===== src/rtl/core/ffpa_pkg.sv =====
// Shared types and constants of the first-fit pool allocator.
`default_nettype none

package ffpa_pkg;

    localparam int REQ_W     = 13;
    localparam int OFF_W     = 12;
    localparam int STS_W     = 2;
    localparam int NEED_W    = 14;
    localparam int HDR_BYTES = 4;

    localparam logic FUNC_ALLOC = 1'b0;
    localparam logic FUNC_FREE  = 1'b1;

    typedef enum logic [STS_W-1:0] {
        STS_OK       = 2'd0,
        STS_NOFIT    = 2'd1,
        STS_NOTFOUND = 2'd2
    } t_status;

    typedef enum logic [2:0] {
        MEM_NONE,
        MEM_RD_POS,
        MEM_RD_NXT,
        MEM_WR_INIT,
        MEM_WR_SPLIT,
        MEM_WR_USED,
        MEM_WR_FREE
    } t_mem_op;

    typedef enum logic [3:0] {
        ST_INIT,
        ST_IDLE,
        ST_RD,
        ST_CHK,
        ST_SPLIT,
        ST_MARK,
        ST_NRD,
        ST_NCHK,
        ST_FWR,
        ST_DONE
    } t_state;

    typedef struct packed {
        t_mem_op mem_op;
        logic    load;
        logic    hit;
        logic    adv;
        logic    merge;
        logic    res_load;
        t_status res_status;
    } t_cmd;

    typedef struct packed {
        logic op_free;
        logic hit;
        logic split;
        logic at_end;
        logic nxt_free;
    } t_sts;

endpackage

`default_nettype wire


===== src/rtl/core/ffpa_ctrl.sv =====
// Allocator controller: request sequencing and handshakes.
`default_nettype none

module ffpa_ctrl (
    input  wire logic          i_clk,
    input  wire logic          i_rst_n,
    input  wire logic          i_in_valid,
    output logic               o_in_ready,
    output logic               o_out_valid,
    input  wire logic          i_out_ready,
    input  wire ffpa_pkg::t_sts i_sts,
    output ffpa_pkg::t_cmd     o_cmd
);

    ffpa_pkg::t_state  r_state, n_state;
    ffpa_pkg::t_status r_status, n_status;
    logic              r_out_valid;
    logic              w_out_free;

    assign w_out_free  = !r_out_valid || i_out_ready;
    assign o_out_valid = r_out_valid;

    always_comb begin
        n_state  = r_state;
        n_status = r_status;
        case (r_state)
            ffpa_pkg::ST_INIT: n_state = ffpa_pkg::ST_IDLE;
            ffpa_pkg::ST_IDLE: begin
                if (i_in_valid) begin
                    n_state = ffpa_pkg::ST_RD;
                end
            end
            ffpa_pkg::ST_RD: n_state = ffpa_pkg::ST_CHK;
            ffpa_pkg::ST_CHK: begin
                if (i_sts.hit) begin
                    n_status = ffpa_pkg::STS_OK;
                    if (i_sts.op_free) begin
                        n_state = i_sts.at_end ? ffpa_pkg::ST_FWR : ffpa_pkg::ST_NRD;
                    end else begin
                        n_state = i_sts.split ? ffpa_pkg::ST_SPLIT : ffpa_pkg::ST_MARK;
                    end
                end else if (i_sts.at_end) begin
                    n_status = i_sts.op_free ? ffpa_pkg::STS_NOTFOUND : ffpa_pkg::STS_NOFIT;
                    n_state  = ffpa_pkg::ST_DONE;
                end else begin
                    n_state = ffpa_pkg::ST_RD;
                end
            end
            ffpa_pkg::ST_SPLIT: n_state = ffpa_pkg::ST_MARK;
            ffpa_pkg::ST_MARK:  n_state = ffpa_pkg::ST_DONE;
            ffpa_pkg::ST_NRD:   n_state = ffpa_pkg::ST_NCHK;
            ffpa_pkg::ST_NCHK:  n_state = ffpa_pkg::ST_FWR;
            ffpa_pkg::ST_FWR:   n_state = ffpa_pkg::ST_DONE;
            ffpa_pkg::ST_DONE: begin
                if (w_out_free) begin
                    n_state = ffpa_pkg::ST_IDLE;
                end
            end
            default: n_state = ffpa_pkg::ST_INIT;
        endcase
    end

    always_comb begin
        o_cmd            = '0;
        o_cmd.res_status = r_status;
        o_in_ready       = 1'b0;
        case (r_state)
            ffpa_pkg::ST_INIT: o_cmd.mem_op = ffpa_pkg::MEM_WR_INIT;
            ffpa_pkg::ST_IDLE: begin
                o_in_ready = 1'b1;
                o_cmd.load = i_in_valid;
            end
            ffpa_pkg::ST_RD: o_cmd.mem_op = ffpa_pkg::MEM_RD_POS;
            ffpa_pkg::ST_CHK: begin
                o_cmd.hit = i_sts.hit;
                o_cmd.adv = !i_sts.hit;
            end
            ffpa_pkg::ST_SPLIT: o_cmd.mem_op = ffpa_pkg::MEM_WR_SPLIT;
            ffpa_pkg::ST_MARK:  o_cmd.mem_op = ffpa_pkg::MEM_WR_USED;
            ffpa_pkg::ST_NRD:   o_cmd.mem_op = ffpa_pkg::MEM_RD_NXT;
            ffpa_pkg::ST_NCHK:  o_cmd.merge  = i_sts.nxt_free;
            ffpa_pkg::ST_FWR:   o_cmd.mem_op = ffpa_pkg::MEM_WR_FREE;
            ffpa_pkg::ST_DONE:  o_cmd.res_load = w_out_free;
            default: o_cmd.mem_op = ffpa_pkg::MEM_NONE;
        endcase
    end

    always_ff @(posedge i_clk) begin
        if (!i_rst_n) begin
            r_state     <= ffpa_pkg::ST_INIT;
            r_status    <= ffpa_pkg::STS_OK;
            r_out_valid <= 1'b0;
        end else begin
            r_state  <= n_state;
            r_status <= n_status;
            if (o_cmd.res_load) begin
                r_out_valid <= 1'b1;
            end else if (i_out_ready) begin
                r_out_valid <= 1'b0;
            end
        end
    end

    a_accept_starts_walk: assert property (@(posedge i_clk) disable iff (!i_rst_n)
        (i_in_valid && o_in_ready) |=> (r_state == ffpa_pkg::ST_RD))
        else $error("accepted word did not start a header walk");

    a_result_slot_free: assert property (@(posedge i_clk) disable iff (!i_rst_n)
        o_cmd.res_load |-> (!r_out_valid || i_out_ready))
        else $error("result loaded over an untaken word");

    a_split_then_mark: assert property (@(posedge i_clk) disable iff (!i_rst_n)
        (r_state == ffpa_pkg::ST_SPLIT) |=> (r_state == ffpa_pkg::ST_MARK))
        else $error("split header not followed by block mark");

endmodule

`default_nettype wire


===== config.mk =====
export PLATFORM = sky130hd
export DESIGN_NAME = ffpa_ctrl
export DESIGN_NICKNAME = d
export VERILOG_FILES = /design/src/rtl/core/ffpa_pkg.sv /design/src/rtl/core/ffpa_ctrl.sv
export SDC_FILE = /design/constraint.sdc
export NUM_CORES = 1
export LEC_CHECK = 0
export ABC_CLOCK_PERIOD_IN_PS = 1800
export BUFFER_PORTS_ARGS = -buffer_cell sky130_fd_sc_hd__clkbuf_2
export CORE_AREA = 4 4 41 43
export DETAILED_ROUTE_END_ITERATION = 8
export DIE_AREA = 0 0 45 47
export GPL_TIMING_DRIVEN = 1
export PLACE_DENSITY_LB_ADDON = 0.1
export REMOVE_ABC_BUFFERS = 1
export SLEW_MARGIN = 30
export SYNTH_ARGS = -nofsm -noshare
export SYNTH_HDL_FRONTEND = slang
export SYNTH_SLANG_ARGS = --single-unit

===== constraint.sdc =====
create_clock -name i_clk -period 1.8 [get_ports i_clk]
set_clock_uncertainty 0.15 [all_clocks]
set_input_delay 0.36 -clock i_clk [delete_from_list [all_inputs] [get_ports i_clk]]
set_output_delay 0.36 -clock i_clk [all_outputs]
set_load 0.05 [all_outputs]

# --- Yosys cells after proc, flatten, opt, wreduce, memory -nomap -nowiden ---
# Cells that the tools add are included.
classes:
  eq_ne: 11
  reduce_logical: 9
  muxes: 19
ops:
  columns: ["cell", "n"]
  rows:
  - ["one-hot mux 4 bit (9 select lines)", 1]
  - ["two-way mux 4 bit", 6]
  - ["one-hot mux 3 bit (6 select lines)", 1]
  - ["equality test 4 x 3 -> 1 bit (second input constant)", 4]
  - ["equality test 4 x 2 -> 1 bit (second input constant)", 2]
  - ["equality test 4 bit (second input constant)", 2]
  - ["two-way mux 2 bit", 4]
  - ["two-way mux 1 bit", 7]
  - ["equality test 4 x 1 -> 1 bit (second input constant)", 1]
  - ["zero test 4 bit", 1]
  - ["inequality test 2 bit (second input constant)", 2]
  - ["AND reduction 2 bit", 2]
  - ["nonzero test 2 bit", 2]
  - ["zero test 1 bit", 2]
  - ["OR reduction 2 bit", 1]
  - ["logical OR 1 bit", 1]
totals:
  reg_bits: 7
  inputBits: 9

# --- Logic depth before layout (Yosys ltp) ---
# Gate-level depths: netlist of the first run.
depth:
  depth_word: 4
  mapped_depth: 4
  ltp_nobuf: 3

# --- Least setup slack after synthesis of the first run ---
# OpenSTA, ideal clock, no wires.
synth_timing:
  kind: "flip-flop to output port"
  start: "register r_state[3]"
  end: "output port o_cmd[6] (netlist name)"
  setup_slack_ns: -0.686
  t_required_ns: 1.290
  path_stages_with_launch: 4
  arrival_time_ns: 1.976
  n_path_buf: 1
  cell_sequence: "dfxtp_1 -> buf_6 -> nor4b_2 -> and2_2"
synth_lines:
  columns: ["element", "line", "rtl"]
  rows:
  - ["start: declaration", "ffpa_ctrl.sv:15", "ffpa_pkg::t_state r_state, n_state;"]
  - ["start signal: assignment", "ffpa_ctrl.sv:90", "r_state <= ffpa_pkg::ST_INIT;"]
  - ["start signal: assignment", "ffpa_ctrl.sv:94", "r_state <= n_state;"]
  - ["end: declaration", "ffpa_ctrl.sv:12", "output ffpa_pkg::t_cmd o_cmd"]

==> impl_table.tex, run 1 <==
\begin{tabular}{lr}
\hline
Metric & Value \\
\hline
\multicolumn{2}{l}{\textbf{Worst setup path}} \\
\quad Critical Path RT & 1290 ps \\
\quad Crit path cell chain & buf\_12, nor4b\_4, and2\_4, buf\_8 \\
\quad Buffer and inverter count on the worst path & 2 \\
\quad Crit. End Element & output port \\
\quad Worst path max stage delay & 370 ps \\
\quad Critical-path top delay cell & sky130\_fd\_sc\_hd\_\_dfxtp\_4 \\
\quad Crit path max-delay family & simple AND/OR/NAND/NOR gates \\
\quad Biggest fanout along the worst timing path & 6 \\
\quad Type of element launching the critical path & flop \\
\quad Path type of the worst setup path & reg2out \\
\quad Data arrival time of the critical path & 1430 ps \\
\multicolumn{2}{l}{\textbf{Finish}} \\
\quad Antenna diode instance count & 0 \\
\quad Share of post-route cells with drive strength above 1 & 53.3\% \\
\quad Nets & 102 \\
\quad Filler cells & 127 \\
\quad Final cell count without fillers & 107 \\
\quad Final core area utilization & 64.8\% \\
\quad Area grow syn2layout & 64.4\% \\
\quad Cell area after layout & 843 um2 \\
\multicolumn{2}{l}{\textbf{Yosys}} \\
\quad Count of warnings emitted by yosys & 0 \\
\quad Post-synthesis sequential element count & 7 \\
\quad Portion of the post-synthesis area used by sequential elements & 27.3\% \\
\quad Most used flip-flop cell after synthesis & sky130\_fd\_sc\_hd\_\_dfxtp\_1 \\
\quad Library cell with the highest instance count after synthesis & sky130\_fd\_sc\_hd\_\_nor2\_1 \\
\quad Yosys cell types & 32 \\
\quad Fraction of post-synthesis cell area in the top cell type by area & 27.3\% \\
\quad Number of enable flip-flop cells after synthesis & 0 \\
\quad Top cells by instance count after synthesis & 9 x sky130\_fd\_sc\_hd\_\_nor2\_1, 7 x sky130\_fd\_sc\_hd\_\_dfxtp\_1, 5 x sky130\_fd\_sc\_hd\_\_a21oi\_1 \\
\quad Post-synth top area cell & sky130\_fd\_sc\_hd\_\_dfxtp\_1 \\
\quad Top area cells in the synthesized netlist & sky130\_fd\_sc\_hd\_\_dfxtp\_1 27\%, sky130\_fd\_sc\_hd\_\_nor2\_1 6.6\%, sky130\_fd\_sc\_hd\_\_a21oi\_1 4.9\%, sky130\_fd\_sc\_hd\_\_buf\_6 4.4\%, sky130\_fd\_sc\_hd\_\_o21ai\_0 3.9\% \\
\quad Post-Syn Instances & 63 \\
\quad Fraction of registers with async set or reset after synthesis & 0\% \\
\quad Area of the mapped netlist & 513 um2 \\
\quad Mapped Avg Cell Area & 8.14 um2 \\
\multicolumn{2}{l}{\textbf{STA}} \\
\quad Max-slew violation total from the final report & 0 \\
\quad Crit path setup slack, layout & -145 ps \\
\quad Ratio of final minimum period to clock period & 108\% \\
\quad Worst Max-Slew Pin Slew & 432 ps \\
\quad Max\_slew headroom & 70.5\% \\
\quad Final setup viols & 9 \\
\quad Achievable Freq & 514 MHz \\
\quad Setup\_tns & -780 ps \\
\quad Final min period & 1940 ps \\
\quad Setup repair after global routing missed its margin & yes \\
\quad Hold violation total from the final report & 0 \\
\multicolumn{2}{l}{\textbf{Power and ir drop}} \\
\quad Net load switching power & 0.191 mW \\
\quad Clock network fraction of total power & 25.7\% \\
\quad Part of the power in registers & 32.5\% \\
\quad Total power after layout & 0.539 mW \\
\quad Leak & 0.360 nW \\
\quad Pwr/cell area & 639 nW/um2 \\
\quad Internal Power & 0.347 mW \\
\quad Switching share of power & 35.5\% \\
\quad Logic pwr share & 41.8\% \\
\quad Maximum vdd ir drop & 479 uV \\
\multicolumn{2}{l}{\textbf{Routing}} \\
\quad Met1 Wirelength & 614 um \\
\quad Total via count in the routed design & 577 \\
\quad DRT Wirelength & 1460 um \\
\quad Routed via count divided by cell count & 5.39 \\
\quad Drt wl/cell & 13.6 um \\
\quad Number of antenna-violating nets in the routed design & 0 \\
\quad DR WL met3 & 98 um \\
\quad Drt pass-1 iters & 4 \\
\quad Routed met2 length & 747 um \\
\quad Post-route DRC & 0 \\
\quad Highest metal layer with signal wires & met3 \\
\quad Violation count after the first detailed-routing iteration & 4 \\
\multicolumn{2}{l}{\textbf{Clock tree}} \\
\quad TritonCTS buffer count & 3 \\
\quad Total clock sinks & 7 \\
\quad Max Root-Sink Buffers & 2 \\
\quad Clock latency on the worst-skew pair & 250 ps \\
\quad Root buffer cell & sky130\_fd\_sc\_hd\_\_clkbuf\_4 \\
\quad Reg clk slew, reported paths & 60 ps \\
\quad CTS tree & built \\
\quad H-Tree Level Count & 1 \\
\quad Hold-fix buffer count after cts & 0 \\
\multicolumn{2}{l}{\textbf{Floorplanning}} \\
\quad Die Y-Extent & 47 um \\
\quad Die X-Extent & 45 um \\
\quad Number of top-level design ports & 21 \\
\quad Floorplan core area & 1300 um2 \\
\quad Effective utilization at floorplan & 39.4\% \\
\quad Total die area & 2120 um2 \\
\quad Number of cell rows & 13 \\
\multicolumn{2}{l}{\textbf{GRT}} \\
\quad Overflow left after global routing & 0 \\
\quad Via count of the first global-routing pass & 567 \\
\quad Number of antenna violations at the first check in global routing & 0 \\
\quad Wire length of the first global-routing pass & 2370 um \\
\quad Global router's overall resource usage & 15.6\% \\
\quad Largest net degree at the start of global routing & 12 \\
\multicolumn{2}{l}{\textbf{Placement}} \\
\quad Instance area after placement & 667 um2 \\
\quad Post-detailed-placement half-perimeter wirelength & 1000 um \\
\quad Post-placement cell count & 101 \\
\quad Number of buffer cells added on primary ports & 20 \\
\quad Placer's final routability congestion estimate & 0.773 \\
\multicolumn{2}{l}{\textbf{Outcome}} \\
\quad Failing checks & negative setup slack \\
\quad Run status & finished, violations left \\
\multicolumn{2}{l}{\textbf{Flow run}} \\
\quad Max-capacitance violation count & 0 \\
\multicolumn{2}{l}{\textbf{Min path}} \\
\quad Path type of the worst min-delay path & in2reg \\
\hline
\end{tabular}
## placed cells by master (no fill, tap or decap), drive strengths merged, types with 2 or more instances in the layout
cell type	count
dfxtp	7
nor2b	3
and4	2
clkbuf	20
or4	2
buf	12
a21oi	6
and2	2
nand2b	2
o21ai	4
nor3b	2
inv	5
nor2	9
## area by class of cell
class | instances | area (um2) | area share (%)
repair buffers | 29 | 272 | 32.2
inverters | 5 | 18.8 | 2.23
flip-flops and latches | 7 | 150 | 17.8
clock inverters | 1 | 5.00 | 0.593
clock buffers | 3 | 22.5 | 2.67
well taps | 15 | 18.8 | 2.23
multi-input cells | 47 | 357 | 42.3
## worst paths after layout
path	start	endpoint	slack, ps	depth (start not counted)
min reg2reg	r_status[1]$_SDFFE_PN0P_	r_status[1]$_SDFFE_PN0P_	320	2
min	i_rst_n	r_state[3]$_SDFFE_PN0P_	200	2
max reg2reg	r_state[3]$_SDFFE_PN0P_	r_state[1]$_SDFFE_PN0P_	160	5
max	r_state[1]$_SDFFE_PN0P_	o_cmd[6]	-140	4
## state kept, by name (all words and copies together) (netlist names)
name / cells
r_status: 2
r_state: 4
o_out_valid: 1
## stage by stage
step / hold WS (ps) / setup WS [ps]
after global routing: 205 / -203
after detailed placement: 319 / 31.9
final: 202 / -145
after global placement: 309 / 42.4
after CTS: 196 / -132
after floorplan: 328 / -694
## metal layers
metal  vias to the layer above  global-route usage (%)
met5                         -                       0
met4                         0                    3.51
met3                         0                    6.51
met2                        15                    28.2
met1                       273                    17.0
li1                        289                       -
## power groups by stage
stage	combinational, mW	sequential, mW	clock, mW
after floorplan	0.104	0.182	0
after global routing	0.238	0.176	0.156
after detailed placement	0.173	0.176	0
final	0.225	0.175	0.139
after global placement	0.173	0.176	0
after CTS	0.214	0.175	0.145
## repair_timing
item	CTS	global route
setup endpoints to repair	9	9
buffers inserted	1	1
pin swaps	0	4
resized for setup	26	7
cloned	0	0
## kinds of logic (layout without fill, tap and decap cells)
| group | after synthesis | count (layout) | synth area share (%) |
|---|---|---|---|
| and+or+nand+nor | 29 | 29 | 39.3 |
| AOI/OAI and AO/OA | 18 | 18 | 23.4 |
| buffers and inverters | 9 | 38 | 10.0 |
| DFF | 7 | 7 | 27.3 |
Note: power is estimated with default switching activity, not from simulation.
==> run 2, diff against run 1 <==
--- a/config.mk
+++ b/config.mk
@@ -8,10 +8,11 @@
 export ABC_CLOCK_PERIOD_IN_PS = 1800
 export BUFFER_PORTS_ARGS = -buffer_cell sky130_fd_sc_hd__clkbuf_2
 export CORE_AREA = 4 4 41 43
+export CTS_CLUSTER_DIAMETER = 200
 export DETAILED_ROUTE_END_ITERATION = 8
 export DIE_AREA = 0 0 45 47
 export GPL_TIMING_DRIVEN = 1
-export PLACE_DENSITY_LB_ADDON = 0.1
+export PLACE_DENSITY = 0.78
 export REMOVE_ABC_BUFFERS = 1
 export SLEW_MARGIN = 30
 export SYNTH_ARGS = -nofsm -noshare
==> impl_table.tex, run 2 (synthesis gave the netlist of run 1 again) <==
\begin{tabular}{lr}
\hline
Metric & Value \\
\hline
\multicolumn{2}{l}{\textbf{Outcome}} \\
\quad Run status & finished, violations left (unchanged) \\
\quad Failing checks & negative setup slack (unchanged) \\
\multicolumn{2}{l}{\textbf{Worst setup path}} \\
\quad Critical-path top delay cell & sky130\_fd\_sc\_hd\_\_or4\_4 (was sky130\_fd\_sc\_hd\_\_dfxtp\_4) \\
\quad Path type of the worst setup path & reg2out (unchanged) \\
\quad Crit path max-delay family & simple AND/OR/NAND/NOR gates (unchanged) \\
\quad Biggest fanout along the worst timing path & 8 (was 6) \\
\quad Crit. End Element & output port (unchanged) \\
\quad Type of element launching the critical path & flop (unchanged) \\
\quad Buffer and inverter count on the worst path & 1 (was 2) \\
\quad Crit path cell chain & or4\_4, nor2\_4, buf\_12 (was buf\_12, nor4b\_4, and2\_4, buf\_8) \\
\quad Data arrival time of the critical path & 1430 ps (about the same) \\
\quad Worst path max stage delay & 550 ps (was 370 ps) \\
\quad Critical Path RT & 1290 ps (about the same) \\
\multicolumn{2}{l}{\textbf{GRT}} \\
\quad Overflow left after global routing & 0 (unchanged) \\
\quad Number of antenna violations at the first check in global routing & 0 (unchanged) \\
\quad Wire length of the first global-routing pass & 2420 um (was 2370 um) \\
\quad Largest net degree at the start of global routing & 12 (unchanged) \\
\quad Global router's overall resource usage & 15.7\% (was 15.6\%) \\
\quad Via count of the first global-routing pass & 570 (was 567) \\
\multicolumn{2}{l}{\textbf{Finish}} \\
\quad Final cell count without fillers & 104 (was 107) \\
\quad Leading cell type in the layout, fill and taps excluded & sky130\_fd\_sc\_hd\_\_clkbuf\_2 (unchanged) \\
\quad Antenna diode instance count & 0 (unchanged) \\
\quad Area grow syn2layout & 61.2\% (was 64.4\%) \\
\quad Highest-count cells in the layout ignoring fill and taps & 11 x sky130\_fd\_sc\_hd\_\_clkbuf\_2, 5 x sky130\_fd\_sc\_hd\_\_nor2\_1, 5 x sky130\_fd\_sc\_hd\_\_buf\_4 (was 11 x sky130\_fd\_sc\_hd\_\_clkbuf\_2, 9 x sky130\_fd\_sc\_hd\_\_buf\_4, 7 x sky130\_fd\_sc\_hd\_\_nor2\_1) \\
\quad Share of post-route cells with drive strength above 1 & 53.9\% (was 53.3\%) \\
\quad Nets & 99 (was 102) \\
\quad Cell area after layout & 827 um2 (was 843 um2) \\
\quad Largest register FFs & 4 (unchanged) \\
\quad Final core area utilization & 63.6\% (was 64.8\%) \\
\quad Register ranked first by flip-flop count & r\_state (unchanged) \\
\quad Filler cells & 107 (was 127) \\
\multicolumn{2}{l}{\textbf{Min path}} \\
\quad Path type of the worst min-delay path & in2reg (unchanged) \\
\multicolumn{2}{l}{\textbf{Routing}} \\
\quad Number of antenna-violating nets in the routed design & 0 (unchanged) \\
\quad Drt wl/cell & 14.6 um (was 13.6 um) \\
\quad Post-route DRC & 0 (unchanged) \\
\quad Total via count in the routed design & 583 (was 577) \\
\quad Violation count after the first detailed-routing iteration & 11 (was 4) \\
\quad DRT Wirelength & 1510 um (was 1460 um) \\
\quad Drt pass-1 iters & 4 (unchanged) \\
\quad Routed via count divided by cell count & 5.61 (was 5.39) \\
\multicolumn{2}{l}{\textbf{Power and ir drop}} \\
\quad Pwr/cell area & 666 nW/um2 (was 639 nW/um2) \\
\quad Leak & 0.339 nW (was 0.360 nW) \\
\quad Maximum vdd ir drop & 541 uV (was 479 uV) \\
\multicolumn{2}{l}{\textbf{Floorplanning}} \\
\quad Number of top-level design ports & 21 (unchanged) \\
\quad Effective utilization at floorplan & 39.4\% (unchanged) \\
\quad Number of cell rows & 13 (unchanged) \\
\quad Die X-Extent & 45 um (unchanged) \\
\quad Die Y-Extent & 47 um (unchanged) \\
\quad Floorplan core area & 1300 um2 (unchanged) \\
\quad Total die area & 2120 um2 (unchanged) \\
\multicolumn{2}{l}{\textbf{STA}} \\
\quad Crit path setup slack, layout & -139 ps (was -145 ps) \\
\quad Hold violation total from the final report & 0 (unchanged) \\
\quad Max-slew violation total from the final report & 0 (unchanged) \\
\quad Setup repair after global routing missed its margin & yes (unchanged) \\
\quad Achievable Freq & 516 MHz (was 514 MHz) \\
\quad Max\_slew headroom & 74.7\% (was 70.5\%) \\
\quad Final min period & 1940 ps (about the same) \\
\quad Ratio of final minimum period to clock period & 108\% (about the same) \\
\quad Final setup viols & 7 (was 9) \\
\quad Worst Max-Slew Pin Slew & 371 ps (was 432 ps) \\
\multicolumn{2}{l}{\textbf{Clock tree}} \\
\quad H-Tree Level Count & 1 (unchanged) \\
\quad Root buffer cell & sky130\_fd\_sc\_hd\_\_clkbuf\_4 (unchanged) \\
\quad Reg clk slew, reported paths & 50 ps (was 60 ps) \\
\quad CTS tree & built (unchanged) \\
\quad Clock latency on the worst-skew pair & 250 ps (about the same) \\
\quad TritonCTS buffer count & 3 (unchanged) \\
\quad Total clock sinks & 7 (unchanged) \\
\quad Max Root-Sink Buffers & 2 (unchanged) \\
\multicolumn{2}{l}{\textbf{Placement}} \\
\quad Number of buffer cells added on primary ports & 20 (unchanged) \\
\quad Placer's final routability congestion estimate & 0.898 (was 0.773) \\
\quad Post-detailed-placement half-perimeter wirelength & 1010 um (was 1000 um) \\
\quad Post-placement cell count & 98 (was 101) \\
\quad Instance area after placement & 644 um2 (was 667 um2) \\
\multicolumn{2}{l}{\textbf{Flow run}} \\
\quad Max-capacitance violation count & 0 (unchanged) \\
\hline
\end{tabular}
run 2: cell types whose count changed in the layout (fill, tap and decap cells not counted), sizes merged:
cell and delta:
clkinv -1, clkbuf -2
run 2: final timing paths:
check	from	end	slack, ps	cells after the start
worst max-delay path	r_state[1]$_SDFFE_PN0P_	o_cmd[2]	-140	3
worst max register to register	r_state[0]$_SDFFE_PN0P_	r_state[1]$_SDFFE_PN0P_	300	4
worst min-delay path	i_rst_n	r_state[3]$_SDFFE_PN0P_	200	2
worst min register to register	r_status[0]$_SDFFE_PN0P_	r_status[0]$_SDFFE_PN0P_	320	2
run 2: stage by stage:
stage / TNS (ps) / worst slack (ps) / hold slack [ps] / total power, mW
after global placement: 0 / 40.3 / 309 / 0.338
after detailed placement: 0 / 22.8 / 320 / 0.341
after floorplan: -2320 / -694 / 328 / 0.286
after CTS: -762 / -144 / 194 / 0.517
final: -668 / -139 / 203 / 0.550
after global routing: -1140 / -199 / 215 / 0.577
run 2: worst reg2reg max path: stages (launching register included):
cell,delay (ps)
sky130_fd_sc_hd__dfxtp_2,330
sky130_fd_sc_hd__buf_4,180
sky130_fd_sc_hd__and4bb_4,230
sky130_fd_sc_hd__a311o_1,320
sky130_fd_sc_hd__and4_1,200
run 2: metal layers:
| metal | up-vias | GRT usage [%] | part of all wire, % |
|---|---|---|---|
| li1 | 287 | - | - |
| met2 | 22 | 30.2 | 53 |
| met5 | - | 0 | 0 |
| met3 | 0 | 6.51 | 7.8 |
| met1 | 274 | 16.2 | 39 |
| met4 | 0 | 1.75 | 0 |
run 2: repair_timing:
item / 4_1_cts / 5_1_grt
setup buffers: 0 / 2
hold buffers: 0 / 0
setup endpoints to repair: 9 / 9
resized for setup: 23 / 18
pin swaps: 0 / 3
endpoints found under the hold margin: 0 / 0
run 2: area by class of cell:
| cell class | count | area, um2 | area share [%] |
|---|---|---|---|
| multi-input cells | 47 | 377 | 45.5 |
| repair buffers | 26 | 236 | 28.6 |
| flip-flops and latches | 7 | 150 | 18.2 |
| clock buffers | 4 | 26.3 | 3.18 |
| inverters | 5 | 18.8 | 2.27 |
| well taps | 15 | 18.8 | 2.27 |
run 2: power by group:
part,total (mW),internal (mW),switching (mW)
logic,0.230,0.103,0.127
clock network,0.145,0.0848,0.0606
registers,0.175,0.163,0.0127
==> run 3, diff against run 2 <==
--- a/config.mk
+++ b/config.mk
@@ -14,6 +14,7 @@
 export GPL_TIMING_DRIVEN = 1
 export PLACE_DENSITY = 0.78
 export REMOVE_ABC_BUFFERS = 1
+export SKIP_LAST_GASP = 1
 export SLEW_MARGIN = 30
 export SYNTH_ARGS = -nofsm -noshare
 export SYNTH_HDL_FRONTEND = slang
==> impl_table.tex, run 3 (synthesis gave the netlist of run 1 again) <==
\begin{tabular}{lr}
\hline
Metric & Value \\
\hline
\multicolumn{2}{l}{\textbf{GRT}} \\
\quad Largest net degree at the start of global routing & 12 (unchanged) \\
\quad Via count of the first global-routing pass & 570 (unchanged) \\
\quad Global router's overall resource usage & 15.7\% (unchanged) \\
\quad Number of antenna violations at the first check in global routing & 0 (unchanged) \\
\quad Wire length of the first global-routing pass & 2420 um (unchanged) \\
\quad Overflow left after global routing & 0 (unchanged) \\
\multicolumn{2}{l}{\textbf{STA}} \\
\quad Max\_slew headroom & 74.9\% (was 74.7\%) \\
\quad Setup repair after global routing missed its margin & yes (unchanged) \\
\quad Crit path setup slack, layout & -143 ps (was -139 ps) \\
\quad Hold\_ws & 198 ps (was 203 ps) \\
\quad Setup\_tns & -792 ps (was -668 ps) \\
\quad Ratio of final minimum period to clock period & 108\% (about the same) \\
\quad Hold violation total from the final report & 0 (unchanged) \\
\quad Final setup viols & 8 (was 7) \\
\quad Max-slew violation total from the final report & 0 (unchanged) \\
\quad Worst Max-Slew Pin Slew & 367 ps (was 371 ps) \\
\quad Achievable Freq & 515 MHz (was 516 MHz) \\
\quad Final min period & 1940 ps (about the same) \\
\multicolumn{2}{l}{\textbf{Worst setup path}} \\
\quad Worst path max stage delay & 550 ps (about the same) \\
\quad Reg2Reg Depth & 4 (unchanged) \\
\quad Crit. End Element & output port (unchanged) \\
\quad Biggest fanout along the worst timing path & 8 (unchanged) \\
\quad Type of element launching the critical path & flop (unchanged) \\
\quad Data arrival time of the critical path & 1430 ps (about the same) \\
\quad RR Startpoint & r\_state[3]\$\_SDFFE\_PN0P\_ (was r\_state[0]\$\_SDFFE\_PN0P\_) \\
\quad Path type of the worst setup path & reg2out (unchanged) \\
\quad Register-to-register setup slack & 220 ps (was 300 ps) \\
\quad RR Endpoint & r\_status[0]\$\_SDFFE\_PN0P\_ (was r\_state[1]\$\_SDFFE\_PN0P\_) \\
\quad Critical-path top delay cell & sky130\_fd\_sc\_hd\_\_or4\_4 (unchanged) \\
\quad Crit path cell chain & or4\_4, nor2\_4, buf\_12 (unchanged) \\
\quad Critical Path RT & 1290 ps (about the same) \\
\multicolumn{2}{l}{\textbf{Floorplanning}} \\
\quad Total die area & 2120 um2 (unchanged) \\
\quad Number of cell rows & 13 (unchanged) \\
\quad Number of top-level design ports & 21 (unchanged) \\
\quad Effective utilization at floorplan & 39.4\% (unchanged) \\
\quad Floorplan core area & 1300 um2 (unchanged) \\
\quad Die Y-Extent & 47 um (unchanged) \\
\quad Die X-Extent & 45 um (unchanged) \\
\multicolumn{2}{l}{\textbf{Placement}} \\
\quad Placer's final routability congestion estimate & 0.898 (unchanged) \\
\quad Post-detailed-placement half-perimeter wirelength & 1010 um (unchanged) \\
\quad Post-placement cell count & 98 (unchanged) \\
\quad Number of buffer cells added on primary ports & 20 (unchanged) \\
\multicolumn{2}{l}{\textbf{Finish}} \\
\quad Final cell count without fillers & 104 (unchanged) \\
\quad Antenna diode instance count & 0 (unchanged) \\
\quad Area grow syn2layout & 56.8\% (was 61.2\%) \\
\quad Register ranked first by flip-flop count & r\_state (unchanged) \\
\quad Leading cell type in the layout, fill and taps excluded & sky130\_fd\_sc\_hd\_\_clkbuf\_2 (unchanged) \\
\quad Largest register FFs & 4 (unchanged) \\
\quad Highest-count cells in the layout ignoring fill and taps & 11 x sky130\_fd\_sc\_hd\_\_clkbuf\_2, 6 x sky130\_fd\_sc\_hd\_\_nor2\_1, 5 x sky130\_fd\_sc\_hd\_\_buf\_4 (was 11 x sky130\_fd\_sc\_hd\_\_clkbuf\_2, 5 x sky130\_fd\_sc\_hd\_\_nor2\_1, 5 x sky130\_fd\_sc\_hd\_\_buf\_4) \\
\quad Share of post-route cells with drive strength above 1 & 51.7\% (was 53.9\%) \\
\quad Filler cells & 104 (was 107) \\
\quad Nets & 99 (unchanged) \\
\multicolumn{2}{l}{\textbf{Min path}} \\
\quad Path type of the worst min-delay path & in2reg (unchanged) \\
\quad Launch instance of the worst min-delay path & i\_rst\_n (unchanged) \\
\quad Hold endpoint & r\_state[3]\$\_SDFFE\_PN0P\_ (unchanged) \\
\quad Count of cells along the worst hold path & 2 (unchanged) \\
\multicolumn{2}{l}{\textbf{Power and ir drop}} \\
\quad Leak & 0.338 nW (was 0.339 nW) \\
\quad Total power after layout & 0.545 mW (was 0.550 mW) \\
\quad Maximum vdd ir drop & 545 uV (was 541 uV) \\
\quad Pwr/cell area & 677 nW/um2 (was 666 nW/um2) \\
\multicolumn{2}{l}{\textbf{Routing}} \\
\quad Routed via count divided by cell count & 5.50 (was 5.61) \\
\quad Drt pass-1 iters & 4 (unchanged) \\
\quad Total via count in the routed design & 572 (was 583) \\
\quad Number of antenna-violating nets in the routed design & 0 (unchanged) \\
\quad Violation count after the first detailed-routing iteration & 9 (was 11) \\
\quad DRT Wirelength & 1490 um (was 1510 um) \\
\quad Drt wl/cell & 14.3 um (was 14.6 um) \\
\quad Post-route DRC & 0 (unchanged) \\
\multicolumn{2}{l}{\textbf{Clock tree}} \\
\quad Root buffer cell & sky130\_fd\_sc\_hd\_\_clkbuf\_4 (unchanged) \\
\quad Reg clk slew, reported paths & 50 ps (about the same) \\
\quad Total clock sinks & 7 (unchanged) \\
\quad Max Root-Sink Buffers & 2 (unchanged) \\
\quad CTS tree & built (unchanged) \\
\quad TritonCTS buffer count & 3 (unchanged) \\
\quad Clock latency on the worst-skew pair & 250 ps (about the same) \\
\quad H-Tree Level Count & 1 (unchanged) \\
\multicolumn{2}{l}{\textbf{Outcome}} \\
\quad Failing checks & negative setup slack (unchanged) \\
\quad Run status & finished, violations left (unchanged) \\
\multicolumn{2}{l}{\textbf{Flow run}} \\
\quad Max-capacitance violation count & 0 (unchanged) \\
\hline
\end{tabular}
run 3: cell types whose count changed in the layout (fill, tap and decap cells not counted):
cell                        previous run  this run
sky130_fd_sc_hd__buf_6                 2         1
sky130_fd_sc_hd__clkbuf_4              3         4
sky130_fd_sc_hd__nand4bb_1             0         1
sky130_fd_sc_hd__nand4bb_4             1         0
sky130_fd_sc_hd__nor2_1                5         6
sky130_fd_sc_hd__nor2_2                3         2
run 3: per-stage QoR:
| stage | instance area [um2] | setup slack, ps | utilization, % |
|---|---|---|---|
| 2_1_floorplan | 480 | -694 | - |
| 3_3_place_gp | 644 | 40.3 | 49.5 |
| 3_5_place_dp | 644 | 22.8 | 49.5 |
| 4_1_cts | 759 | -144 | 58.4 |
| 5_1_grt | 805 | -202 | 61.8 |
| 6_report | 805 | -143 | 61.8 |
run 3: worst max-delay path, delay by kind of cell, from the launching register on:
family        cells  cell delay [ps]
buf+inv           1              140
simple gates      2              670
flops             1              380
run 3: routing by layer:
metal	up-vias	global-route usage (%)	wire [um]
met2	12	30.2	799
met4	0	1.75	0
met5	-	0	0
met1	274	16.2	602
met3	0	6.51	87
li1	286	-	-
run 3: repair_timing:
action,4_1_cts,5_1_grt
pin swaps,0,3
endpoints found under the setup margin,9,9
buffers inserted,0,2
hold buffers,0,0
gates resized for setup,23,13
run 3: cell type report:
class                      count  area (um2)  area share [%]
tap                           15        18.8            2.33
sequential                     7         150            18.7
timing repair buffer          26         233            28.9
multi-input combinational     47         358            44.5
inverter                       5        18.8            2.33
clock buffer                   4        26.3            3.27
run 3: power breakdown:
group          switching, mW  internal [mW]
clock                 0.0624         0.0849
sequential            0.0128          0.163
combinational          0.123         0.0994
run 3: worst max-delay path by stage:
stage	start	to	slack (ps)	depth (start not counted)
3_5_place_dp	r_state[1]$_SDFFE_PN0P_	o_cmd[2]	20	3
6_report	r_state[1]$_SDFFE_PN0P_	o_cmd[2]	-140	3
5_1_grt	r_state[1]$_SDFFE_PN0P_	o_cmd[2]	-200	3
4_1_cts	r_state[1]$_SDFFE_PN0P_	o_cmd[2]	-140	3
2_1_floorplan	r_state[0]$_SDFFE_PN0P_	o_cmd[6]	-690	2
3_3_place_gp	r_state[3]$_SDFFE_PN0P_	o_cmd[6]	40	4
